$ cat config.mk
export PLATFORM = sky130hd
export DESIGN_NAME = base64_codec
export DESIGN_NICKNAME = d
export VERILOG_FILES = /design/src/design/b64_pkg.sv /design/src/design/b64_front.sv /design/src/design/b64_queue.sv /design/src/design/b64_back.sv /design/src/design/base64_codec.sv
export SDC_FILE = /design/constraint.sdc
export NUM_CORES = 1
export LEC_CHECK = 0
export BUFFER_PORTS_ARGS = -buffer_cell sky130_fd_sc_hd__buf_2
export CAP_MARGIN = 25
export CORE_UTILIZATION = 45
export CTS_CLUSTER_SIZE = 14
export DETAILED_ROUTE_END_ITERATION = 10
export GPL_ROUTABILITY_DRIVEN = 0
export PLACE_DENSITY = 0.59
export SLEW_MARGIN = 20
export SYNTH_ARGS = -nofsm -noshare
export SYNTH_HDL_FRONTEND = slang
export SYNTH_SLANG_ARGS = --single-unit
$ cat constraint.sdc
create_clock -name clk -period 6.6 [get_ports clk]
set_input_delay 0.99 -clock clk [delete_from_list [all_inputs] [get_ports clk]]
set_output_delay 0.99 -clock clk [all_outputs]
set_load 0.01 [all_outputs]
$ cat src/design/b64_pkg.sv
// b64_pkg: types, codes and character tables shared by the Base64 codec modules.
// No dependencies.
package b64_pkg;

  // Kind of work carried from the front end to the back end
  typedef enum logic [1:0] {
    KIND_ENC = 2'd0,
    KIND_DEC = 2'd1,
    KIND_ERR = 2'd2
  } kind_t;

  // One closed group, ready to be expanded into result transactions
  typedef struct packed {
    kind_t       kind;
    logic [23:0] bits;   // group, first item in the high bits
    logic [2:0]  nres;   // number of results, 1..4
    logic [2:0]  nval;   // encode: characters before padding, 2..4
    logic        last;   // group closes the message
  } job_t;

  localparam int JobWidth = $bits(job_t);

  localparam logic       MODE_ENC = 1'b0;
  localparam logic       MODE_DEC = 1'b1;
  localparam logic [7:0] CHAR_PAD = 8'h3D;  // '='

  // Sextet to character, standard alphabet
  function automatic logic [7:0] b64_char(input logic [5:0] s);
    logic [7:0] c;
    if (s < 6'd26) begin
      c = 8'h41 + {2'b00, s};
    end else if (s < 6'd52) begin
      c = 8'h61 + {2'b00, s} - 8'd26;
    end else if (s < 6'd62) begin
      c = 8'h30 + {2'b00, s} - 8'd52;
    end else if (s == 6'd62) begin
      c = 8'h2B;
    end else begin
      c = 8'h2F;
    end
    return c;
  endfunction

  // Character to sextet; anything outside the alphabet gives zero
  function automatic logic [5:0] b64_sextet(input logic [7:0] c);
    logic [5:0] s;
    if (c >= 8'h41 && c <= 8'h5A) begin
      s = 6'(c - 8'h41);
    end else if (c >= 8'h61 && c <= 8'h7A) begin
      s = 6'(c - 8'h61 + 8'd26);
    end else if (c >= 8'h30 && c <= 8'h39) begin
      s = 6'(c - 8'h30 + 8'd52);
    end else if (c == 8'h2B) begin
      s = 6'd62;
    end else if (c == 8'h2F) begin
      s = 6'd63;
    end else begin
      s = 6'd0;
    end
    return s;
  endfunction

endpackage

$ cat src/design/b64_front.sv
// b64_front: accepts input transactions, gathers groups and queues closed groups.
// Holds the mode register. Depends on b64_pkg.
module b64_front import b64_pkg::*; (
  input  logic       clk,
  input  logic       rst,
  input  logic       cfg_write,
  input  logic       cfg_data,
  input  logic       in_valid,
  output logic       in_ready,
  input  logic [7:0] data_in,
  input  logic       last_in,
  input  logic       queue_full,
  output logic       push,
  output job_t       job
);

  logic        mode;
  logic [23:0] group_bits;
  logic [1:0]  group_count;
  logic [1:0]  pad_count;

  logic        accept;
  logic [23:0] bits_next;
  logic [1:0]  count_next;
  logic [1:0]  pad_next;
  logic [1:0]  pad_upd;
  logic [2:0]  enc_cnt;
  logic [5:0]  sextet;

  assign in_ready = !queue_full;
  assign accept   = in_valid && in_ready;
  assign enc_cnt  = {1'b0, group_count} + 3'd1;
  assign sextet   = b64_sextet(data_in);

  // '=' counts only in the third and fourth places of a decode group
  assign pad_upd = (data_in == CHAR_PAD && group_count >= 2'd2 && pad_count < 2'd3)
                 ? pad_count + 2'd1 : pad_count;

  // Group closing and job build
  always_comb begin
    bits_next  = group_bits;
    count_next = group_count;
    pad_next   = pad_count;
    push       = 1'b0;
    job        = '0;
    job.last   = last_in;
    if (mode == MODE_ENC) begin
      bits_next = {group_bits[15:0], data_in};
      job.kind  = KIND_ENC;
      job.nres  = 3'd4;
      job.nval  = enc_cnt + 3'd1;
      unique case (enc_cnt)
        3'd1:    job.bits = {data_in, 16'h0000};
        3'd2:    job.bits = {group_bits[7:0], data_in, 8'h00};
        default: job.bits = {group_bits[15:0], data_in};
      endcase
      if (enc_cnt >= 3'd3 || last_in) begin
        push       = accept;
        bits_next  = '0;
        count_next = '0;
      end else begin
        count_next = enc_cnt[1:0];
      end
    end else begin
      bits_next = {group_bits[17:0], sextet};
      pad_next  = pad_upd;
      job.bits  = {group_bits[17:0], sextet};
      job.nval  = 3'd0;
      if (group_count == 2'd3) begin
        job.kind = KIND_DEC;
        job.nres = !last_in   ? 3'd3 :
                   pad_upd[1] ? 3'd1 :
                   pad_upd[0] ? 3'd2 : 3'd3;
        push       = accept;
        bits_next  = '0;
        count_next = '0;
        pad_next   = '0;
      end else if (last_in) begin
        job.kind   = KIND_ERR;
        job.bits   = '0;
        job.nres   = 3'd1;
        push       = accept;
        bits_next  = '0;
        count_next = '0;
        pad_next   = '0;
      end else begin
        job.kind   = KIND_DEC;
        job.nres   = 3'd3;
        count_next = group_count + 2'd1;
      end
    end
  end

  // Mode register and group state; a mode write starts a fresh group
  always_ff @(posedge clk) begin
    if (rst) begin
      mode        <= MODE_ENC;
      group_bits  <= '0;
      group_count <= '0;
      pad_count   <= '0;
    end else if (cfg_write) begin
      mode        <= cfg_data;
      group_bits  <= '0;
      group_count <= '0;
      pad_count   <= '0;
    end else if (accept) begin
      group_bits  <= bits_next;
      group_count <= count_next;
      pad_count   <= pad_next;
    end
  end

`ifndef ASSERT_OFF
  // An error job only ever comes from the final item of a message
  assert property (@(posedge clk) disable iff (rst)
    push && job.kind == KIND_ERR |-> last_in && mode == MODE_DEC)
    else $error("error job without last item");

  // Padding is never counted in the first two places of a group
  assert property (@(posedge clk) disable iff (rst)
    group_count < 2'd3 |-> pad_count <= group_count)
    else $error("pad count ahead of group position");
`endif

endmodule

$ cat src/design/b64_queue.sv
// b64_queue: small register FIFO of closed groups between front and back end.
// Generic over width and depth; no package dependency.
module b64_queue #(
  parameter int WIDTH = 8,
  parameter int DEPTH = 2
) (
  input  logic             clk,
  input  logic             rst,
  input  logic             push,
  input  logic [WIDTH-1:0] wdata,
  output logic             full,
  input  logic             pop,
  output logic             head_valid,
  output logic [WIDTH-1:0] head
);

  localparam int PtrW = (DEPTH > 1) ? $clog2(DEPTH) : 1;
  localparam int CntW = $clog2(DEPTH + 1);
  localparam logic [PtrW-1:0] PtrLast = PtrW'(DEPTH - 1);
  localparam logic [CntW-1:0] CntFull = CntW'(DEPTH);

  logic [WIDTH-1:0] mem [DEPTH];
  logic [PtrW-1:0]  wr_ptr;
  logic [PtrW-1:0]  rd_ptr;
  logic [CntW-1:0]  count;

  assign full       = (count == CntFull);
  assign head_valid = (count != '0);
  assign head       = mem[rd_ptr];

  // Storage
  always_ff @(posedge clk) begin
    if (push) begin
      mem[wr_ptr] <= wdata;
    end
  end

  // Pointers and fill level
  always_ff @(posedge clk) begin
    if (rst) begin
      wr_ptr <= '0;
      rd_ptr <= '0;
      count  <= '0;
    end else begin
      if (push) begin
        wr_ptr <= (wr_ptr == PtrLast) ? '0 : wr_ptr + PtrW'(1);
      end
      if (pop) begin
        rd_ptr <= (rd_ptr == PtrLast) ? '0 : rd_ptr + PtrW'(1);
      end
      unique case ({push, pop})
        2'b10:   count <= count + CntW'(1);
        2'b01:   count <= count - CntW'(1);
        default: count <= count;
      endcase
    end
  end

`ifndef ASSERT_OFF
  // No write into a full queue, no read from an empty one
  assert property (@(posedge clk) disable iff (rst) push |-> !full)
    else $error("queue overflow");
  assert property (@(posedge clk) disable iff (rst) pop |-> head_valid)
    else $error("queue underflow");
`endif

endmodule

$ cat src/design/b64_back.sv
// b64_back: expands queued groups into result transactions, one per cycle while
// the output is not stalled, through an output register. Depends on b64_pkg.
module b64_back import b64_pkg::*; (
  input  logic       clk,
  input  logic       rst,
  input  logic       head_valid,
  input  job_t       head,
  output logic       pop,
  output logic       out_valid,
  input  logic       out_ready,
  output logic [7:0] data_out,
  output logic       last_out,
  output logic       error
);

  logic [1:0] idx;
  logic       load;
  logic       final_res;
  logic [5:0] sx;
  logic [7:0] byte_sel;
  logic [7:0] res_data;
  logic       res_last;
  logic       res_err;

  assign load      = head_valid && (!out_valid || out_ready);
  assign final_res = ({1'b0, idx} == head.nres - 3'd1);
  assign pop       = load && final_res;

  // Field selects for the current result
  always_comb begin
    unique case (idx)
      2'd0:    sx = head.bits[23:18];
      2'd1:    sx = head.bits[17:12];
      2'd2:    sx = head.bits[11:6];
      default: sx = head.bits[5:0];
    endcase
    unique case (idx)
      2'd0:    byte_sel = head.bits[23:16];
      2'd1:    byte_sel = head.bits[15:8];
      default: byte_sel = head.bits[7:0];
    endcase
  end

  // Result value by job kind
  always_comb begin
    unique case (head.kind)
      KIND_ENC: begin
        res_data = ({1'b0, idx} < head.nval) ? b64_char(sx) : CHAR_PAD;
        res_last = head.last && final_res;
        res_err  = 1'b0;
      end
      KIND_DEC: begin
        res_data = byte_sel;
        res_last = head.last && final_res;
        res_err  = 1'b0;
      end
      default: begin
        res_data = 8'h00;
        res_last = 1'b1;
        res_err  = 1'b1;
      end
    endcase
  end

  // Result index within the current job
  always_ff @(posedge clk) begin
    if (rst) begin
      idx <= '0;
    end else if (load) begin
      idx <= final_res ? 2'd0 : idx + 2'd1;
    end
  end

  // Output register
  always_ff @(posedge clk) begin
    if (rst) begin
      out_valid <= 1'b0;
    end else if (load) begin
      out_valid <= 1'b1;
    end else if (out_ready) begin
      out_valid <= 1'b0;
    end
  end

  always_ff @(posedge clk) begin
    if (load) begin
      data_out <= res_data;
      last_out <= res_last;
      error    <= res_err;
    end
  end

`ifndef ASSERT_OFF
  // The index never runs past the job's result count
  assert property (@(posedge clk) disable iff (rst)
    head_valid |-> {1'b0, idx} < head.nres)
    else $error("result index beyond job");

  // An error result is always a zero final result
  assert property (@(posedge clk) disable iff (rst)
    out_valid && error |-> last_out && data_out == 8'h00)
    else $error("malformed error result");
`endif

endmodule

$ cat src/design/base64_codec.sv
// base64_codec: streaming Base64 encoder/decoder, top level.
// Depends on b64_pkg, b64_front, b64_queue, b64_back.
//
// Usage:
//   Input channel  in_valid/in_ready carries data_in and last_in; output channel
//   out_valid/out_ready carries data_out, last_out and error. cfg_write loads
//   cfg_data into the mode bit (0 encode, 1 decode) and restarts group
//   gathering; write it only while the codec is idle.
//   Encode: every three bytes, or a shorter group ending in last_in, give four
//   characters, padded with '='. Decode: every four characters give up to three
//   bytes; a message ending in an incomplete group gives one result with error.
// Path: an accepted transaction that closes a group pushes the group into the
//   queue, and its first result is then loaded into the output register.
// Throughput: the back end issues one result per cycle while out_ready does not
//   stall it; encode input is held back by the four characters that each group
//   of three bytes gives, and decode takes one character per cycle. A queue of
//   QUEUE_DEPTH closed groups lets input continue while the back end drains.
// Reset: rst clears mode to encode, the group state, the queue and out_valid.
// Stall: while out_ready is low the output register holds; the queue fills
//   and then in_ready drops.
module base64_codec import b64_pkg::*; #(
  parameter int QUEUE_DEPTH = 2
) (
  input  logic       clk,
  input  logic       rst,
  input  logic       cfg_write,
  input  logic       cfg_data,
  input  logic       in_valid,
  output logic       in_ready,
  input  logic [7:0] data_in,
  input  logic       last_in,
  output logic       out_valid,
  input  logic       out_ready,
  output logic [7:0] data_out,
  output logic       last_out,
  output logic       error
);

  logic                queue_full;
  logic                push;
  job_t                job;
  logic                pop;
  logic                head_valid;
  logic [JobWidth-1:0] head_bits;
  job_t                head;

  assign head = job_t'(head_bits);

  b64_front u_front (
    .clk        (clk),
    .rst        (rst),
    .cfg_write  (cfg_write),
    .cfg_data   (cfg_data),
    .in_valid   (in_valid),
    .in_ready   (in_ready),
    .data_in    (data_in),
    .last_in    (last_in),
    .queue_full (queue_full),
    .push       (push),
    .job        (job)
  );

  b64_queue #(
    .WIDTH (JobWidth),
    .DEPTH (QUEUE_DEPTH)
  ) u_queue (
    .clk        (clk),
    .rst        (rst),
    .push       (push),
    .wdata      (job),
    .full       (queue_full),
    .pop        (pop),
    .head_valid (head_valid),
    .head       (head_bits)
  );

  b64_back u_back (
    .clk        (clk),
    .rst        (rst),
    .head_valid (head_valid),
    .head       (head),
    .pop        (pop),
    .out_valid  (out_valid),
    .out_ready  (out_ready),
    .data_out   (data_out),
    .last_out   (last_out),
    .error      (error)
  );

endmodule
==> impl_summary.log <==
INFO  metric gr-total-overflow = 0
INFO  metric layout-drive-gt1-share = 14.9%
INFO  metric num-fill-cells = 1243
INFO  metric synth-compound-area-share = 21.2%
INFO  metric synthesized_area_per_cell = 10.4 µm²
INFO  metric detailedPlacementHpwl = 10400 µm
INFO  metric fin_util = 50.6%
INFO  metric postSynth.asyncResetShare = 0%
INFO  metric layout-area-overhead-vs-synth = 8.87%
INFO  metric drt_first_pass_iters = 6
INFO  metric detail_route.vias_per_cell = 6.04
INFO  metric numPlacedInstances = 766
INFO  metric effective_utilization_at_floorplan = 46.5%
INFO  metric max_slew.worst_pin.slew = 1060 ps
INFO  metric cts.root.buffer_cell = clkbuf_16
INFO  metric number_of_antenna_repair_diodes = 0
INFO  metric setup_viol = 0
INFO  metric timing.setup.critical_path_class = reg2reg
INFO  metric timing_max_transition_violations_final = 0
INFO  metric worst-path-max-fanout = 20
INFO  metric initial_antenna_violation_count = 0
INFO  metric drt.antenna.violating_nets = 0
INFO  metric final_nets = 643
INFO  metric grt_max_degree = 34
INFO  metric chipWidth = 119 µm
INFO  metric cts_buffer_depth = 2
INFO  metric timing.critical_path.arrival = 4460 ps
INFO  metric synth_mux_area_share = 6.45%
INFO  metric holdCritPathClass = reg2reg
INFO  metric hold_viol_final = 0
INFO  metric max_stage_delay_on_crit_path = 770 ps
INFO  metric grt_setup_unrepaired = no
INFO  metric yosys.cell_types.count = 75
INFO  metric min-delay-start = u_back.out_valid$_SDFFE_PP0P_
INFO  metric critical_path.slowest_cell = dfxtp_1
INFO  metric synth-simple-area-share = 12.8%
INFO  metric wl_per_cell = 18.8 µm
INFO  metric clock_transition_time_at_the_flip_flop_clock_pins_of_the_worst_setup_and_hold_paths = 70 ps
INFO  metric timing.max_cap.violations = 0
INFO  metric max_clock_freq = 230 MHz
INFO  metric irDropWorstVdd = 0.143 mV
INFO  metric ys_dominant_reg_cell = edfxtp_1
INFO  metric cp-start-kind = flop
INFO  metric synth.yosys.warnings = 0
INFO  metric area_used_by_sequential_logic_in_the_layout = 2900 µm²
INFO  metric yosys_register_bits = 107
INFO  metric multi_input_comb_area = 3000 µm²
INFO  metric yosysMostFrequentCell = edfxtp_1
INFO  metric core = 13300 µm²
INFO  metric placedInstanceArea = 6410 µm²
INFO  metric main_combinational_cell_family_by_area_after_synthesis = compound AO/OA/AOI/OAI gates
INFO  metric cts_htree_levels = 3
INFO  metric postcts_resize_cnt = 0
INFO  metric synth_largest_area_cell = edfxtp_1
INFO  metric synthesis.nets = 638
INFO  metric detailroute.via_count = 4725
INFO  metric std_cell_rows = 42
INFO  metric io_buffers = 26
INFO  metric synth-xor-area-share = 2.12%
INFO  metric synthCells = 596
INFO  metric final_cell_area = 6760 µm²
INFO  metric worst_path_dominant_cell_family = compound AO/OA/AOI/OAI gates
INFO  metric worstPathCellList = buf_4 -> mux2_2 -> a222oi_1 -> a21o_1 -> inv_2 -> ha_1 -> a21oi_2 -> mux2i_1 -> o311ai_1 -> a211o_1
INFO  metric drt-total-wl = 14700 µm
INFO  metric via_count_of_the_first_global_routing_pass = 4522
INFO  metric worstSetupEndpointType = flop
INFO  metric netlist_top_cells_area = edfxtp_1 37%, dfxtp_1 10%, ha_1 5.4%
INFO  metric p_leak = 2.40 nW
INFO  metric grt_usage = 21.4%
INFO  metric ys_top_cells_by_count = 76 x edfxtp_1, 47 x nand2_1, 45 x nor2_1
INFO  metric remaining_drc_errors = 0
INFO  metric slew-limit-headroom = 29.3%
INFO  metric initialDrtViolationCount = 535
INFO  metric cts.sink_count = 107
INFO  metric post_route_minimum_period = 4350 ps
INFO  metric worst_ep_required_time = 6710 ps
INFO  metric status = complete, no violations
INFO  metric adder_and_majority_gate_portion_of_the_synthesized_area = 5.44%
INFO  metric io_pins = 27
INFO  metric power-per-cell-area = 265 nW/µm²
INFO  metric layoutNonFillerInstCount = 782
INFO  metric timing.clock.skew = 5.60 ps
INFO  metric clk_latency_worst_skew_pair = 360 ps
INFO  metric numCtsBuffers = 9
INFO  metric synthesis.area = 6200 µm²
INFO  metric synth_edf_count = 76
INFO  metric postCtsHoldBufs = 0
INFO  metric first_pass_grt_wire_length = 23400 µm
INFO  metric synth_seq_area_share = 46.8%
INFO  metric tns = 0 ps
INFO  metric tritoncts = built
INFO  metric fp.dieH = 119 µm
INFO  metric setup_repair_bufs_after_cts = 0
INFO  metric layout_worst_path_cycle_share = 65.9%
INFO  metric timing.critical_path.buf_inv = 2
INFO  metric proportion_of_netlist_area_held_by_the_largest_area_contributor = 36.8%
INFO  metric design.die.area = 14300 µm²
-- where the power goes --
part / switching (mW) / total (mW) / internal [mW] / leakage (nW)
clock network: 0.244 / 0.615 / 0.372 / 0.163
logic: 0.249 / 0.396 / 0.147 / 1.28
registers: 0.0196 / 0.782 / 0.762 / 0.961
-- layer usage --
metal | global-route usage, % | part of all wire [%]
met5 | 0 | 0
met4 | 8.44 | 2.4
met3 | 3.74 | 4.8
met2 | 35.6 | 49
met1 | 27.5 | 44
-- tightest hold or removal path, delay by kind of cell (launching register included) --
kind            cells  cell delay (ps)
simple gates        1               80
compound gates      1               60
flops               1              310
-- cells in the final DEF, fill, tap and decap left out, types with 10 or more instances in the layout --
cell and count:
a221oi_1 18, edfxtp_1 76, mux2i_1 16, a21oi_1 39, mux2_2 14, a22o_1 11
buf_2 26, nor3_1 23, dfxtp_1 31, a22oi_1 10, nor2_1 44, ha_1 27
nand3_1 12, inv_1 27, nand2_1 47, o21ai_0 31
-- path summary, 6_finish.rpt --
check | slack, ps | to | cells past startpoint
worst min-delay path | 500 | u_back.out_valid$_SDFFE_PP0P_ | 2
worst max-delay path | 2250 | u_back.data_out[3]$_DFFE_PP_ | 10
worst min register to register | 500 | u_back.out_valid$_SDFFE_PP0P_ | 2
worst max register to register | 2250 | u_back.data_out[3]$_DFFE_PP_ | 10
-- through the flow --
stage                     power [mW]  setup slack, ps  hold WS (ps)
after floorplan                 1.10             2940           476
after global placement          1.18             2480           476
after detailed placement        1.19             2320           491
after CTS                       1.80             2310           501
after global routing            1.86             1970           538
final                           1.79             2250           497
-- kinds of logic (layout without fill, tap and decap cells) --
kind of cell    count (synthesis)  in the layout
buf+inv                        69             79
simple gates                  166            166
fa+ha+maj                      27             27
mux                            36             36
flops                         107            107
compound gates                176            176
xor+xnor                       15             15
-- registers in the layout (all words and copies together) (netlist names), named ones only --
| name | cells |
|---|---|
| u_back.idx | 2 |
| u_front.group_bits | 18 |
| u_back.data_out | 8 |
| u_back.last_out | 1 |
| u_queue.count | 2 |
| u_queue.rd_ptr | 1 |
| u_queue.wr_ptr | 1 |
| u_queue.mem | 66 |
| u_front.group_count | 2 |
| u_front.pad_count | 2 |
| u_back.error | 1 |
| u_back.out_valid | 1 |
| u_front.mode | 1 |
-- final cells by class --
class | count | share of cell area (%)
Clock buffer | 10 | 3.39
Clock inverter | 6 | 1.65
Inverter | 31 | 1.72
Multi-Input combinational cell | 420 | 44.4
Sequential cell | 107 | 43.0
Tap cell | 176 | 3.26
Timing Repair Buffer | 32 | 2.59
Power figures use the tool's default switching activity.
